<file path="config.mk">
export PLATFORM = sky130hd
export DESIGN_NAME = sbeq_hist_ram
export DESIGN_NICKNAME = d
export VERILOG_FILES = /design/src/hdl/sbeq_pkg.sv /design/src/hdl/sbeq_hist_ram.sv
export SDC_FILE = /design/constraint.sdc
export NUM_CORES = 2
export LEC_CHECK = 0
export BUFFER_PORTS_ARGS = -buffer_cell sky130_fd_sc_hd__buf_2
export CORE_ASPECT_RATIO = 0.9
export CORE_MARGIN = 2
export CORE_UTILIZATION = 59
export CTS_BUF_LIST = sky130_fd_sc_hd__clkbuf_2
export CTS_CLUSTER_DIAMETER = 60
export DETAILED_ROUTE_END_ITERATION = 10
export GPL_ROUTABILITY_DRIVEN = 0
export HOLD_SLACK_MARGIN = 0.03
export MAX_ROUTING_LAYER = met4
export PLACE_DENSITY_LB_ADDON = 0.25
export SLEW_MARGIN = 20
export SYNTH_ARGS = -nofsm -noshare
export SYNTH_HDL_FRONTEND = slang
export SYNTH_SLANG_ARGS = --single-unit
</file>
<file path="constraint.sdc">
create_clock -name i_clk -period 6.65 [get_ports i_clk]
set_input_delay 1.33 -clock i_clk [delete_from_list [all_inputs] [get_ports i_clk]]
set_output_delay 1.33 -clock i_clk [all_outputs]
set_load 0.02 [all_outputs]
</file>
<file path="src/hdl/sbeq_pkg.sv">
`default_nettype none
// ============================================================================
// sbeq_pkg - shared types and constants for the stereo biquad equalizer
// Field widths, command and coefficient codes, Q-format constants and the
// row and control types passed between the sequencer, stores and MAC unit.
// ============================================================================
package sbeq_pkg;

    localparam int CMD_W        = 2;
    localparam int SAMPLE_W     = 24;
    localparam int COEF_W       = 25;
    localparam int BAND_FIELD_W = 4;
    localparam int SEL_W        = 3;

    localparam int COEF_PER_BAND = 5;
    localparam int TERM_W        = 3;

    // exact product and sum of five products
    localparam int PROD_W = SAMPLE_W + COEF_W;
    localparam int ACC_W  = PROD_W + 4;

    localparam int FRAC_SHIFT = 22;
    localparam int RND_HALF   = 2097152;
    localparam int COEF_ONE   = 4194304;
    localparam int SAMPLE_MAX = 8388607;
    localparam int SAMPLE_MIN = -8388608;

    localparam logic [CMD_W-1:0] CMD_FRAME = 2'd0;
    localparam logic [CMD_W-1:0] CMD_COEF  = 2'd1;
    localparam logic [CMD_W-1:0] CMD_CLEAR = 2'd2;

    localparam logic [SEL_W-1:0] SEL_B0 = 3'd0;
    localparam logic [SEL_W-1:0] SEL_B1 = 3'd1;
    localparam logic [SEL_W-1:0] SEL_B2 = 3'd2;
    localparam logic [SEL_W-1:0] SEL_A1 = 3'd3;
    localparam logic [SEL_W-1:0] SEL_A2 = 3'd4;

    typedef logic signed [SAMPLE_W-1:0] t_sample;
    typedef logic signed [COEF_W-1:0]   t_coef;
    typedef t_coef [COEF_PER_BAND-1:0]  t_coef_row;

    // one history row: one section of one channel
    typedef struct packed {
        t_sample x1;
        t_sample x2;
        t_sample y1;
        t_sample y2;
    } t_hist_row;

    typedef struct packed {
        logic  init;
        logic  en;
        logic  [SEL_W-1:0] sel;
        t_coef data;
    } t_coef_wr;

    typedef struct packed {
        logic vld;
        logic first;
        logic last;
        logic neg;
    } t_mac_ctl;

endpackage : sbeq_pkg
`default_nettype wire

</file>
<file path="src/hdl/sbeq_hist_ram.sv">
`default_nettype none
// ============================================================================
// sbeq_hist_ram - filter history store
// One row of x1, x2, y1, y2 per section and channel; one write and one
// registered read per cycle.
// ============================================================================
module sbeq_hist_ram import sbeq_pkg::*; #(
    parameter int DEPTH  = 30,
    parameter int ADDR_W = 5
) (
    input  wire logic              i_clk,
    input  wire logic              i_we,
    input  wire logic [ADDR_W-1:0] i_waddr,
    input  wire t_hist_row         i_wdata,
    input  wire logic              i_re,
    input  wire logic [ADDR_W-1:0] i_raddr,
    output      t_hist_row         o_rdata
);

    t_hist_row r_mem [DEPTH];
    t_hist_row r_rdata;

    always_ff @(posedge i_clk) begin
        if (i_we) begin
            r_mem[i_waddr] <= i_wdata;
        end
    end

    always_ff @(posedge i_clk) begin
        if (i_re) begin
            r_rdata <= r_mem[i_raddr];
        end
    end

    assign o_rdata = r_rdata;

endmodule : sbeq_hist_ram
`default_nettype wire

</file>
==> results.txt <==
Routing usage on met1 - 41.3%
Post-synth EDFFs - 2976
WHS Path Cells - 4
Post-layout net count - 6377
Crit Path Class - reg -> out
R2R Setup Slk - 4.94 ns
CP peak stage delay - 0.56 ns
Leakage - 0.0422 µW
R2R cell count - 4
Final setup fails - 0
1st-iter DRT viols - 7529
Cts hold-fix bufs - 105
F_max - 0.243 GHz
Hold Path End - o_rdata[42]$_DFFE_PP_
Vias per cell - 6.37
Port Buffers - 204
First-pass GRT wire length - 405000 µm
Max-cap viol count - 0
Drc violations - 0
Via count - 59349
Fin. Hold Viols - 0
Crit path DAT - 2.78 ns
Slew margin rel. - 11.4%
Clock Latency Late Sink - 1.97 ns
Standard-cell rows - 152
Initial DRT Pass Iterations - 8
Largest net degree at the start of global routing - 137
Die span in x - 465 µm
Synth area leaders - edfxtp_1 79%, mux2i_1 6.9%, mux4_2 6.7%
Avg Cell Area, Syn - 20.9 µm²
Initial core utilization - 59.3%
Cells after Synth - 5414
Asr flop ratio synth - 0%
Worst VDD drop - 0.000202 V
Pwr/cell area - 274 nW/µm²
Share of the synthesized area in the top cell type - 79.1%
Post-route setup TNS - 0 ns
CTS Sinks - 2976
FF-to-FF End - o_rdata[46]$_DFFE_PP_
TritonCTS clock tree - yes
Fin crit share - 61.8%
CTS max path bufs - 4
Core Region - 190000 µm²
Synth Register Bits - 2976
Worst setup EP type - primary output
Design area - 125000 µm²
Setup Buffers After CTS - 0
RSZ-0062 raised after global routing - no
Reg2Reg Launch Point - r_mem[2][46]$_DFFE_PP_
Highest-delay cell along the critical path - edfxtp_1
GRT met3 Usage - 5.38%
Skew final - 0.126 ns
Root Buffer - clkbuf_2
CP bufs+invs - 1
Seq/Total Area, Yosys - 79.1%
Top delay family on crit path - flip-flops
Wire per inst - 30.4 µm
Antenna-violating nets left - 0
Synth unique cells - 48
Max Fanout on Critical Path - 1
Worst-Margin Slew - 1.33 ns
Status - completed
Dpl cell area - 117000 µm²
Post-Syn Nets - 5523
Die height - 419 µm
Area grow syn2layout - 10.3%
Tmin final - 4.11 ns
Post-CTS resize count - 0
YS warnings - 0
H-tree levels - 6
CP Launch Type - register
Layout cells sized above 1 - 26.3%
Worst Min Path Start - i_raddr[4]
Reg clk slew, reported paths - 0.12 ns
Leading area contributor after synthesis - edfxtp_1
Ys flop type - edfxtp_1
Die Area - 195000 µm²
Drt total wl - 283000 µm
Crit-path cells - buf_2
DP HPWL - 137000 µm
Post-synthesis cell area - 113000 µm²
M2 GR Usage - 46.6%
Busiest grt layer - met2
CP required - 5.32 ns
Initial antenna violation count - 22
GRT overflow - 0
HP Class - in -> reg
Final Slew Violations - 0
TritonCTS Buffers - 705
GRT Total Usage - 29.9%
I/O pins - 205
Vias in the first global route - 59571
==> power by group <==
| group | switching, µW | total [µW] | internal [µW] | leakage, µW |
|---|---|---|---|---|
| Combinational | 1200 | 1850 | 646 | 0.0107 |
| Sequential | 107 | 21000 | 20900 | 0.0269 |
| Clock | 6940 | 11300 | 4350 | 0.00461 |
==> state kept, by name, indices dropped and copies added, names as in the netlist <==
name     count
o_rdata     96
r_mem     2880
==> cell type report <==
| class | instances | area [µm²] |
|---|---|---|
| clock inverters | 197 | 1030 |
| diodes | 26 | 65.1 |
| fillers | 12715 | 65800 |
| flip-flops and latches | 2976 | 89400 |
| multi-input cells | 2138 | 22300 |
| well taps | 2541 | 3180 |
| inverters | 1 | 3.75 |
| clock buffers | 990 | 4950 |
| repair buffers | 446 | 3720 |
==> routing by layer <==
metal | wire length [µm] | vias to the layer above
met1 | 111000 | 30640
met5 | 0 | -
met4 | 5880 | 0
li1 | - | 24760
met3 | 27300 | 466
met2 | 139000 | 3483
==> kinds of logic (layout without fill, tap and decap cells) <==
kind of cell | after synthesis | count (layout) | share of synthesized area (%)
muxes | 1123 | 1123 | 13.7
AOI/OAI and AO/OA | 551 | 551 | 3.56
other | 0 | 26 | 0
buffers and inverters | 300 | 1634 | 1.48
and+or+nand+nor | 464 | 464 | 2.13
DFF | 2976 | 2976 | 79.1
==> cells in the final DEF (no fill, tap or decap), types with 8 or more instances in the layout <==
cell	instances
nor4_1	8
nor2_4	34
o22ai_1	30
mux4_2	337
o32ai_1	8
a21oi_1	32
edfxtp_1	2976
mux2i_1	784
a22o_1	29
nand4_1	65
nand3_1	119
bufinv_16	10
a31oi_1	29
buf_12	46
clkinv_2	12
nor2_1	10
a22oi_1	354
buf_4	92
nand2_1	120
diode_2	26
inv_2	15
clkbuf_2	990
clkinv_1	157
o211ai_1	19
and2_1	12
nor2b_1	19
buf_2	198
dlygate4sd3_1	105
nor3_1	26
a211oi_1	41
==> synth_stat cells, types with 19 or more instances <==
master and count:
nand4_1 65, clkbuf_1 95, nand3_1 119, o211ai_1 19
nand2_1 120, mux4_2 337, buf_2 104, mux2i_1 784
edfxtp_1 2976, nor2b_1 25, nor2_1 46, a22oi_1 354
a211oi_1 41, o22ai_1 30, nor3_1 26, a22o_1 29
a31oi_1 29, a21oi_1 32, buf_4 65
==> metrics by stage <==
stage / setup slack [ns] / utilization [%] / hold slack, ns / std cells / power, µW
floorplan: 0.110 / - / 0.643 / 5414 / 22500
detailed placement: 2.29 / 61.7 / 0.674 / 7997 / 23200
global placement: 2.24 / 61.7 / 0.665 / 7996 / 23200
CTS: 2.37 / 65.4 / 0.0490 / 9289 / 34400
global route: 2.41 / 65.4 / 0.126 / 9312 / 35400
finish: 2.54 / 65.4 / 0.270 / 9315 / 34200
==> worst max path at each step <==
| stage | start | endpoint | slack [ns] | cells after the start |
|---|---|---|---|---|
| final | o_rdata[6]$_DFFE_PP_ | o_rdata[6] | 2.54 | 1 |
| after CTS | o_rdata[23]$_DFFE_PP_ | o_rdata[23] | 2.37 | 1 |
| after floorplan | i_waddr[0] | r_mem[12][0]$_DFFE_PP_ | 0.11 | 3 |
| after global placement | i_raddr[3] | o_rdata[41]$_DFFE_PP_ | 2.24 | 5 |
| after detailed placement | i_raddr[0] | o_rdata[80]$_DFFE_PP_ | 2.29 | 6 |
| after global routing | o_rdata[6]$_DFFE_PP_ | o_rdata[6] | 2.41 | 1 |
Power figures use the tool's default switching activity.
