## config.mk

```make
export PLATFORM = sky130hd
export DESIGN_NAME = sbeq_coef_ram
export DESIGN_NICKNAME = d
export VERILOG_FILES = /design/src/hdl/sbeq_pkg.sv /design/src/hdl/sbeq_coef_ram.sv
export SDC_FILE = /design/constraint.sdc
export NUM_CORES = 2
export LEC_CHECK = 0
export BUFFER_PORTS_ARGS = -buffer_cell sky130_fd_sc_hd__buf_2
export CAP_MARGIN = 25
export CELL_PAD_IN_SITES_DETAIL_PLACEMENT = 1
export CELL_PAD_IN_SITES_GLOBAL_PLACEMENT = 2
export CORE_ASPECT_RATIO = 0.9
export CORE_UTILIZATION = 35
export DETAILED_ROUTE_END_ITERATION = 8
export GPL_TIMING_DRIVEN = 0
export HOLD_SLACK_MARGIN = 0.15
export PLACE_DENSITY_LB_ADDON = 0.1
export SETUP_SLACK_MARGIN = 0.2
export SYNTH_ARGS = -nofsm -noshare
export SYNTH_HDL_FRONTEND = slang
export SYNTH_SLANG_ARGS = --single-unit
```

## constraint.sdc

```tcl
create_clock -name i_clk -period 5.5 [get_ports i_clk]
set_input_delay 0.825 -clock i_clk [delete_from_list [all_inputs] [get_ports i_clk]]
set_output_delay 0.825 -clock i_clk [all_outputs]
set_load 0.05 [all_outputs]
```

## src/hdl/sbeq_pkg.sv

```systemverilog
`default_nettype none
// ============================================================================
// sbeq_pkg - shared types and constants for the stereo biquad equalizer
// Field widths, command and coefficient codes, Q-format constants and the
// row and control types passed between the sequencer, stores and MAC unit.
// ============================================================================
package sbeq_pkg;

    localparam int CMD_W        = 2;
    localparam int SAMPLE_W     = 24;
    localparam int COEF_W       = 25;
    localparam int BAND_FIELD_W = 4;
    localparam int SEL_W        = 3;

    localparam int COEF_PER_BAND = 5;
    localparam int TERM_W        = 3;

    // exact product and sum of five products
    localparam int PROD_W = SAMPLE_W + COEF_W;
    localparam int ACC_W  = PROD_W + 4;

    localparam int FRAC_SHIFT = 22;
    localparam int RND_HALF   = 2097152;
    localparam int COEF_ONE   = 4194304;
    localparam int SAMPLE_MAX = 8388607;
    localparam int SAMPLE_MIN = -8388608;

    localparam logic [CMD_W-1:0] CMD_FRAME = 2'd0;
    localparam logic [CMD_W-1:0] CMD_COEF  = 2'd1;
    localparam logic [CMD_W-1:0] CMD_CLEAR = 2'd2;

    localparam logic [SEL_W-1:0] SEL_B0 = 3'd0;
    localparam logic [SEL_W-1:0] SEL_B1 = 3'd1;
    localparam logic [SEL_W-1:0] SEL_B2 = 3'd2;
    localparam logic [SEL_W-1:0] SEL_A1 = 3'd3;
    localparam logic [SEL_W-1:0] SEL_A2 = 3'd4;

    typedef logic signed [SAMPLE_W-1:0] t_sample;
    typedef logic signed [COEF_W-1:0]   t_coef;
    typedef t_coef [COEF_PER_BAND-1:0]  t_coef_row;

    // one history row: one section of one channel
    typedef struct packed {
        t_sample x1;
        t_sample x2;
        t_sample y1;
        t_sample y2;
    } t_hist_row;

    typedef struct packed {
        logic  init;
        logic  en;
        logic  [SEL_W-1:0] sel;
        t_coef data;
    } t_coef_wr;

    typedef struct packed {
        logic vld;
        logic first;
        logic last;
        logic neg;
    } t_mac_ctl;

endpackage : sbeq_pkg
`default_nettype wire

```

## src/hdl/sbeq_coef_ram.sv

```systemverilog
`default_nettype none
// ============================================================================
// sbeq_coef_ram - per-band coefficient store
// Five lanes (b0, b1, b2, a1, a2), one row per band, registered row read.
// ============================================================================
module sbeq_coef_ram import sbeq_pkg::*; #(
    parameter int NUM_BANDS = 15,
    parameter int BAND_W    = 4
) (
    input  wire logic              i_clk,
    input  wire t_coef_wr          i_wr,
    input  wire logic [BAND_W-1:0] i_wr_addr,
    input  wire logic              i_rd_en,
    input  wire logic [BAND_W-1:0] i_rd_addr,
    output      t_coef_row         o_rd_row
);

    t_coef     r_mem [COEF_PER_BAND][NUM_BANDS];
    t_coef_row r_rd_row;

    always_ff @(posedge i_clk) begin
        for (int l = 0; l < COEF_PER_BAND; l++) begin
            if (i_wr.init) begin
                // pass-through section: b0 one, the rest zero
                r_mem[l][i_wr_addr] <= (l == 0) ? COEF_W'(COEF_ONE) : '0;
            end else if (i_wr.en && (i_wr.sel == SEL_W'(l))) begin
                r_mem[l][i_wr_addr] <= i_wr.data;
            end
        end
    end

    always_ff @(posedge i_clk) begin
        if (i_rd_en) begin
            for (int l = 0; l < COEF_PER_BAND; l++) begin
                r_rd_row[l] <= r_mem[l][i_rd_addr];
            end
        end
    end

    assign o_rd_row = r_rd_row;

endmodule : sbeq_coef_ram
`default_nettype wire

```

==> summary.md <==
| Metric | Value |
|---|---|
| Maxcap violations | `0` |
| WP data required | `6110 ps` |
| FILL cells | `25600` |
| Sequential fraction of the synthesis area | `66.4%` |
| Status | `complete, no violations` |
| Post-route minimum period | `4130 ps` |
| Min-Delay Path Class | `primary input to flip-flop` |
| CP Capture Type | `flip-flop` |
| Min Hold Slack | `408 ps` |
| CP max FO | `11` |
| Site Rows | `176` |
| DRC marker count from the first detailed-route iteration | `8278` |
| Vias in the first global route | `55900` |
| Clock Sinks | `2000` |
| DRC violations left | `0` |
| Startpoint Class | `primary input` |
| CTS tree | `yes` |
| Post-CTS resize count | `0` |
| Via density | `5.69` |
| Global-route wire length before repair | `528000 um` |
| Crit path kind | `primary input to flip-flop` |
| Pre-CTS setup slack | `568 ps` |
| Cell family with most CP delay | `buffers and inverters` |
| Synth-to-Final Area Change | `16.2%` |
| Vias | `56700` |
| Longest Clk Path Bufs | `4` |
| Antenna-violating nets left | `0` |
| Avg Cell Area, Syn | `15.6 sq um` |
| Cell taking the most area after synthesis | `edfxtp_1` |
| Maximum VDD drop | `0.000251 V` |
| TritonCTS Buffers | `230` |
| Routability cong. | `0.914` |
| Die X | `538 um` |
| Final Skew | `54.2 ps` |
| Post-DP HPWL | `284000 um` |
| Hold path start | `i_rd_en` |
| Wire per inst | `40.4 um` |
| Worst-path cell chain | `clkbuf_1, buf_2, buf_2, buf_2, mux2i_1, o221ai_1, a31o_1` |
| R2R Setup Slk | `3590 ps` |
| Post-synth EDFFs | `2000` |
| R2R Path End | `o_rd_row[28]` |
| Largest net degree at the start of global routing | `71` |
| Relative slew slack | `12.6%` |
| Fmax | `242 MHz` |
| Post-synth net total | `5847` |
| Slew @ Worst Pin | `1310 ps` |
| CP max stage delay | `810 ps` |
| # IOs | `165` |
| CP bufs+invs | `4` |
| Share of the synthesized area in the top cell type | `66.4%` |
| Ranking of synthesized cells by area | `edfxtp_1, and2_1, mux4_2` |
| Final setup vio count | `0` |
| Endpoint, Worst Hold | `o_rd_row[34]` |
| Nets | `6327` |
| Initial antenna violation count | `132` |
| Yosys cell types | `42` |
| H-Tree Depth | `4` |
| Final hold vios | `0` |
| Setup repair bufs after CTS | `0` |
| Layout cells sized above 1 | `23.1%` |
| Leak Pwr | `0.0329 uW` |
| Prevailing post-synth register cell | `edfxtp_1` |
| Seq cells post-synth | `2000` |
| Crit path DAT | `4740 ps` |
| Cell Area, Synth | `90500 sq um` |
| R2R depth | `3` |
| Tcrit/Tclk final | `75.1%` |
| Clk pin slew, worst setup/hold paths | `70 ps` |
| Worst skew pair latency | `910 ps` |
| Total power | `34400 uW` |
| Routed WL | `402000 um` |
| Total GRT Usage | `30.8%` |
| Port Buffers | `135` |
| Initial Util | `35.3%` |
| Die Y | `484 um` |
| Synth Instances | `5807` |
| Hold Crit Depth | `1` |
| Post-synth ARST share | `0%` |
| Core Area | `256000 sq um` |
| Setup crit start | `i_rd_addr[1]` |
| Slew Viols, Final | `0` |
| CP most frequent cell | `buf_2` |
| Pwr Density | `327 nW/um^2` |
| Synth Warn # | `0` |
| Die ar. | `261000 sq um` |
| Hold Buf Count CTS | `0` |
| DR pass1 iterations | `5` |
| Most common cell in the netlist | `edfxtp_1` |
| GRT overflow | `0` |
| Root Driver | `clkbuf_16` |
| RSZ-0062 raised after global routing | `false` |
| Final worst slack | `1370 ps` |
| Launching point of the worst reg2reg path | `r_mem[1][253]` |
| Slowest CP cell | `buf_2` |
| Synth cell count leaders | `edfxtp_1, and2_1, clkbuf_1, mux4_2, buf_2` |
## routing by layer
metal / vias up / track usage, % / wire, um
li1: 22500 / - / -
met4: 12 / 14.5 / 21200
met2: 3079 / 44.8 / 173000
met5: - / 0 / 80
met3: 581 / 5.52 / 37500
met1: 30600 / 44.4 / 171000
## report_power, final
part           leakage [uW]  internal, uW  switching, uW
sequential           0.0145         16900           86.4
combinational        0.0150           660           2060
clock               0.00335          8110           6560
total                0.0329         25700           8710
## worst max path at each step
stage,to,slack (ps),cells after the start
after global placement,r_mem[1][77],-560,7
after detailed placement,o_rd_row[56],570,6
after floorplan,r_mem[0][300],2420,5
after global routing,r_mem[1][56],1570,7
after CTS,o_rd_row[56],1520,6
final,o_rd_row[56],1370,7
## kinds of logic (layout without fill, tap and decap cells)
family / Yosys count / in the layout / share of synthesized area (%)
and+or+nand+nor: 2144 / 2144 / 15.5
other: 0 / 111 / 0
DFF: 2000 / 2000 / 66.4
buffers and inverters: 735 / 1400 / 3.38
muxes: 500 / 500 / 10.7
AOI/OAI and AO/OA: 428 / 428 / 4.07
## area by class of cell
class,instances,area (sq um),area share (%)
inverter,125,469,0.446
sequential,2000,60100,57.1
multi-input combinational,3072,27500,26.2
clock inverter,123,825,0.784
buffer,610,2710,2.58
tap,3382,4230,4.02
clock buffer,294,6040,5.74
antenna,111,278,0.264
timing repair buffer,248,3030,2.89
## sequential cells by signal (all words and copies together), names as in the netlist
| register | count |
|---|---|
| r_mem | 1875 |
| o_rd_row | 125 |
## layout by cell type, fill, tap and decap left out, drive strengths merged
cell	n
a21o	53
a22o	125
a31o	125
and2	1860
and3	30
and4b	4
and4bb	7
buf	432
bufinv	9
clkbuf	720
clkinv	109
clkinvlp	2
diode	111
edfxtp	2000
inv	128
mux2i	125
mux4	375
nand2	8
nand2b	39
nand4b	4
nand4bb	7
nor2	1
nor2b	1
nor3	45
nor4	1
nor4b	5
o221ai	125
or2	126
or3b	1
or4	1
or4b	4
## metrics by stage
stage / utilization [%] / instances / setup TNS [ps] / cell area (sq um)
finish: 41.0 / 9965 / 0 / 105000
CTS: 40.9 / 9845 / 0 / 105000
global route: 40.9 / 9862 / 0 / 105000
global placement: 37.2 / 9324 / -24120 / 95400
detailed placement: 38.2 / 9428 / 0 / 97900
floorplan: - / 5807 / 0 / 90500
No activity file was read; power rests on OpenSTA's default activity.
