## src/hdl/sbeq_pkg.sv

```systemverilog
`default_nettype none
// ============================================================================
// sbeq_pkg - shared types and constants for the stereo biquad equalizer
// Field widths, command and coefficient codes, Q-format constants and the
// row and control types passed between the sequencer, stores and MAC unit.
// ============================================================================
package sbeq_pkg;

    localparam int CMD_W        = 2;
    localparam int SAMPLE_W     = 24;
    localparam int COEF_W       = 25;
    localparam int BAND_FIELD_W = 4;
    localparam int SEL_W        = 3;

    localparam int COEF_PER_BAND = 5;
    localparam int TERM_W        = 3;

    // exact product and sum of five products
    localparam int PROD_W = SAMPLE_W + COEF_W;
    localparam int ACC_W  = PROD_W + 4;

    localparam int FRAC_SHIFT = 22;
    localparam int RND_HALF   = 2097152;
    localparam int COEF_ONE   = 4194304;
    localparam int SAMPLE_MAX = 8388607;
    localparam int SAMPLE_MIN = -8388608;

    localparam logic [CMD_W-1:0] CMD_FRAME = 2'd0;
    localparam logic [CMD_W-1:0] CMD_COEF  = 2'd1;
    localparam logic [CMD_W-1:0] CMD_CLEAR = 2'd2;

    localparam logic [SEL_W-1:0] SEL_B0 = 3'd0;
    localparam logic [SEL_W-1:0] SEL_B1 = 3'd1;
    localparam logic [SEL_W-1:0] SEL_B2 = 3'd2;
    localparam logic [SEL_W-1:0] SEL_A1 = 3'd3;
    localparam logic [SEL_W-1:0] SEL_A2 = 3'd4;

    typedef logic signed [SAMPLE_W-1:0] t_sample;
    typedef logic signed [COEF_W-1:0]   t_coef;
    typedef t_coef [COEF_PER_BAND-1:0]  t_coef_row;

    // one history row: one section of one channel
    typedef struct packed {
        t_sample x1;
        t_sample x2;
        t_sample y1;
        t_sample y2;
    } t_hist_row;

    typedef struct packed {
        logic  init;
        logic  en;
        logic  [SEL_W-1:0] sel;
        t_coef data;
    } t_coef_wr;

    typedef struct packed {
        logic vld;
        logic first;
        logic last;
        logic neg;
    } t_mac_ctl;

endpackage : sbeq_pkg
`default_nettype wire

```

## src/hdl/sbeq_mac.sv

```systemverilog
`default_nettype none
// ============================================================================
// sbeq_mac - shared multiply-accumulate unit
// Multiply, accumulate (add or subtract), then round to Q1.23 and saturate.
// Three register stages from a term to the section output.
// ============================================================================
module sbeq_mac import sbeq_pkg::*; (
    input  wire logic     i_clk,
    input  wire logic     i_rst_n,
    input  wire t_mac_ctl i_ctl,
    input  wire t_coef    i_coef,
    input  wire t_sample  i_data,
    output      logic     o_y_vld,
    output      t_sample  o_y
);

    localparam logic signed [ACC_W-1:0] ACC_SMAX = ACC_W'(SAMPLE_MAX);
    localparam logic signed [ACC_W-1:0] ACC_SMIN = ACC_W'(SAMPLE_MIN);
    localparam logic signed [ACC_W-1:0] ACC_HALF = ACC_W'(RND_HALF);

    logic signed [PROD_W-1:0] w_prod;
    logic signed [PROD_W-1:0] r_prod;
    logic                     r_p_vld;
    logic                     r_p_first;
    logic                     r_p_last;
    logic                     r_p_neg;

    logic signed [ACC_W-1:0]  w_ext;
    logic signed [ACC_W-1:0]  w_term;
    logic signed [ACC_W-1:0]  w_base;
    logic signed [ACC_W-1:0]  r_acc;
    logic                     r_a_vld;
    logic                     r_a_last;

    logic signed [ACC_W-1:0]  w_rnd;
    logic signed [ACC_W-1:0]  w_q;
    t_sample                  w_sat;
    t_sample                  r_y;
    logic                     r_y_vld;

    assign w_prod = PROD_W'(i_coef) * PROD_W'(i_data);
    assign w_ext  = ACC_W'(r_prod);
    assign w_term = r_p_neg ? -w_ext : w_ext;
    assign w_base = r_p_first ? '0 : r_acc;

    // add half an LSB, floor shift, clamp
    assign w_rnd = r_acc + ACC_HALF;
    assign w_q   = w_rnd >>> FRAC_SHIFT;

    always_comb begin
        if (w_q > ACC_SMAX) begin
            w_sat = SAMPLE_W'(SAMPLE_MAX);
        end else if (w_q < ACC_SMIN) begin
            w_sat = SAMPLE_W'(SAMPLE_MIN);
        end else begin
            w_sat = w_q[SAMPLE_W-1:0];
        end
    end

    always_ff @(posedge i_clk) begin
        if (!i_rst_n) begin
            r_p_vld <= 1'b0;
            r_a_vld <= 1'b0;
            r_y_vld <= 1'b0;
        end else begin
            r_p_vld <= i_ctl.vld;
            r_a_vld <= r_p_vld;
            r_y_vld <= r_a_vld && r_a_last;
        end
    end

    always_ff @(posedge i_clk) begin
        r_prod    <= w_prod;
        r_p_first <= i_ctl.first;
        r_p_last  <= i_ctl.last;
        r_p_neg   <= i_ctl.neg;
        if (r_p_vld) begin
            r_acc <= w_base + w_term;
        end
        r_a_last <= r_p_last;
        r_y      <= w_sat;
    end

    assign o_y_vld = r_y_vld;
    assign o_y     = r_y;

endmodule : sbeq_mac
`default_nettype wire

```

## config.mk

```make
export PLATFORM = sky130hd
export DESIGN_NAME = sbeq_mac
export DESIGN_NICKNAME = d
export VERILOG_FILES = /design/src/hdl/sbeq_pkg.sv /design/src/hdl/sbeq_mac.sv
export SDC_FILE = /design/constraint.sdc
export NUM_CORES = 2
export LEC_CHECK = 0
export ABC_AREA = 1
export ABC_CLOCK_PERIOD_IN_PS = 12850
export BUFFER_PORTS_ARGS = -buffer_cell sky130_fd_sc_hd__buf_2
export CORE_MARGIN = 2
export CORE_UTILIZATION = 55
export CTS_CLUSTER_SIZE = 20
export DETAILED_ROUTE_END_ITERATION = 10
export PLACE_DENSITY_LB_ADDON = 0.12
export SLEW_MARGIN = 20
export SYNTH_ARGS = -nofsm -noshare
export SYNTH_HDL_FRONTEND = slang
export SYNTH_SLANG_ARGS = --single-unit
export TNS_END_PERCENT = 20
```

## constraint.sdc

```tcl
create_clock -name i_clk -period 12.85 [get_ports i_clk]
set_clock_uncertainty 0.1 [all_clocks]
set_input_delay 1.285 -clock i_clk [delete_from_list [all_inputs] [get_ports i_clk]]
set_output_delay 1.285 -clock i_clk [all_outputs]
set_load 0.01 [all_outputs]
```

==> results.yml <==
yosys:
  synth_cells: 4547
  yosys.area.top_type_share_pct: 37.8
  synth_top_area_cell: "fa_1"
  ys.flop_type: "dfxtp_1"
  ys_ff_latch: 133
  yosys_warnings: 0
  synthesis.nets: 5422
  yosysSeqAreaShare_pct: 9.58
  synth_area_per_cell_um2: 7.33
  netlist_top_cells_area: "fa_1, inv_1, nand2_1"
  synthDistinctLibCells: 37
  synth_edf_count: 53
  syn-cell-area_mm2: 0.0333
  synthArstFlopShare_pct: 0
routing:
  dr_total_vias: 27800
  first_iter_violations: 2083
  drcViolationCount: 0
  wirelength_um: 97200
  routed_via_density: 5.24
  wl_per_cell_um: 18.3
  dr.pass1.iters: 6
  ant_nets: 0
grt:
  grt_pass1_wl_um: 160000
  grt_start_max_net_pins: 54
  track_usage_pct: 32.6
  antenna_found_initial: 0
  first_global_vias: 29200
  grt.overflow.total: 0
worst_setup_path:
  r2r-start: "r_prod[0]"
  crit_cells: 24
  ff2ff_setup_slack_ns: 8.27
  reg2reg_to: "r_acc[50]"
  path_cells: "buf_2 -> nand2_1 -> fa_1 -> inv_1 -> fa_1 -> inv_1 -> fa_1 -> inv_1 -> fa_1 -> fa_1 -> fa_1 -> inv_1 -> fa_1 -> inv_1 -> ha_1 -> inv_1 -> nor3_1 -> nand2_1 -> inv_1 -> nand2_1 -> inv_1 -> nand4_1 -> nand4_1 -> nand2_1"
  cp.required_ns: 13.09
  crit_family: "adder cells"
  path_buf_inv: 9
  worst_r2r_path_depth: 20
  cp-startpoint: "i_data[9]"
  path_max_fanout: 25
  cp-end-kind: "flip-flop"
  crit_top_cell: "inv_1"
  critical_path_class: "in -> reg"
  endpoint: "r_prod[47]"
  start_kind: "input pin"
  arrival_ns: 8.11
  critical-path-slowest-cell: "fa_1"
  max_stage_delay_ns: 0.74
finish:
  finalNetCount: 5387
  drive_gt1_share_pct: 3.12
  n_antenna_cell: 0
  synthToLayoutAreaGrowth_pct: 4.24
cts:
  numCtsBuffers: 17
  post_cts_buffers: 0
  cts_tree: "yes"
  cts-hold-fix-buffers: 0
  cts.clk_slew.worst_paths_ns: 0.06
  clockBufferDepth: 2
  cts.repair.resized: 0
  clock_latency_ns: 0.45
  cts.sinks: 133
  root_buffer: "clkbuf_16"
  cts_max_level: 4
sta:
  clock.fmax_mhz: 127
  worstMarginPinSlew_ns: 1.17
  layout_setup_ws_ns: 4.98
  grt_setup_unrepaired: "no"
  hold_viol: 0
  finalCritPeriodShare_pct: 61.2
  slew_headroom_pct: 21.3
  min_period_ns: 7.87
  finalSetupTns_ns: 0
  slew_violations: 0
  setup_violations: 0
floorplan:
  die-area_mm2: 0.0626
  die_w_um: 250
  io_pins: 80
  die_y_um: 250
  core_region_area_mm2: 0.0601
  initial_core_util_pct: 55.4
  rows: 90
placed_design:
  gp_congestion: 1.01
  hpwl_um: 82900
  dp_slack_ns: 4.44
  port_buffers: 79
job:
  drv_cap: 0
min_path:
  hold_path_class: "reg -> reg"
run_status:
  status: "completed"
## worst min path at each step
stage                        start  cells past startpoint  slack (ns)  endpoint
after detailed placement  r_p_last                      0        0.21  r_a_last
after global routing      r_p_last                      0        0.24  r_a_last
after global placement    r_p_last                      0        0.21  r_a_last
after floorplan           r_p_last                      0        0.21  r_a_last
final                     r_p_last                      0        0.23  r_a_last
after CTS                 r_p_last                      0        0.23  r_a_last
## cell type report
class	count	area [µm²]
flip-flops and latches	133	3200
repair buffers	83	425
well taps	782	978
inverters	1231	4620
multi-input cells	3046	25000
fillers	5952	25400
clock buffers	20	458
clock inverters	12	92.6
## worst register-to-register path, stage by stage, from the launching register on
cell,delay (ns)
dfxtp_1,0.32
inv_1,0.07
ha_1,0.21
nand3_1,0.17
nor2_1,0.24
nand2_1,0.15
nor2_1,0.16
nand2_1,0.10
nor2_1,0.25
nand2_1,0.11
o21ai_0,0.20
xor2_1,0.36
ha_1,0.35
nand2_1,0.14
inv_1,0.05
a21boi_0,0.27
o21ai_0,0.22
o21ai_0,0.57
nand3_1,0.14
nand2_1,0.09
nand2_1,0.07
## placed cells by master, fill, tap and decap left out, drive strengths merged
cell type | synthesis | routed
a21boi | 7 | 7
a21o | 11 | 11
a21oi | 145 | 145
a31oi | 8 | 8
and2 | 1 | 1
and3 | 4 | 4
buf | 7 | 83
clkbuf | 130 | 20
clkinv | 0 | 3
clkinvlp | 0 | 2
dfxtp | 80 | 80
edfxtp | 53 | 53
fa | 630 | 630
ha | 190 | 190
inv | 1231 | 1238
nand2 | 1166 | 1166
nand2b | 1 | 1
nand3 | 119 | 119
nand3b | 6 | 6
nand4 | 37 | 37
nor2 | 404 | 404
nor3 | 36 | 36
nor3b | 1 | 1
nor4 | 5 | 5
o211ai | 4 | 4
o21a | 3 | 3
o21ai | 99 | 99
o21bai | 21 | 21
or2 | 7 | 7
xnor2 | 37 | 37
xor2 | 104 | 104
## synth_stat cells (53+ instances only)
cell type,count
nor2_1,396
o21ai_0,98
inv_1,1230
clkbuf_1,130
xor2_1,104
nand2_1,1158
nand3_1,119
fa_1,630
ha_1,190
a21oi_1,145
dfxtp_1,80
edfxtp_1,53
## routing by layer
| metal | vias to the layer above | GRT usage [%] | routed length (µm) |
|---|---|---|---|
| met3 | 135 | 4.34 | 6270 |
| met1 | 13600 | 46.1 | 43700 |
| met2 | 951 | 54.0 | 45300 |
| met5 | - | 0 | 0 |
| met4 | 0 | 6.42 | 1860 |
| li1 | 13100 | - | - |
## metrics by stage
stage          instance area (µm²)  cells  utilization, %  hold slack, ns
2_1_floorplan                33300   4547               -           0.210
3_3_place_gp                 34200   5275            56.9           0.210
3_5_place_dp                 34200   5275            56.9           0.214
4_1_cts                      34800   5307            57.8           0.228
5_1_grt                      34800   5307            57.8           0.236
6_report                     34800   5307            57.8           0.229
## cell families (layout without fill, tap and decap cells)
kind of cell,Yosys count,in the layout,synth area share [%]
and+or+nand+nor,1787,1787,21.4
adders and majority gates,820,820,45.0
xor gates and xnor gates,141,141,3.70
buffers and inverters,1368,1346,15.5
DFF,133,133,9.58
AOI/OAI and AO/OA,298,298,4.86
## state kept, by name, indices dropped and copies added (netlist names)
register,count
r_a_last,1
r_acc,53
o_y_vld,1
r_a_vld,1
r_p_last,1
r_p_vld,1
r_p_neg,1
o_y,24
r_prod,49
r_p_first,1
Power is left out: the tool's default activity adds up to more than one toggle a clock period on the data nets, which glitch-free logic cannot reach.
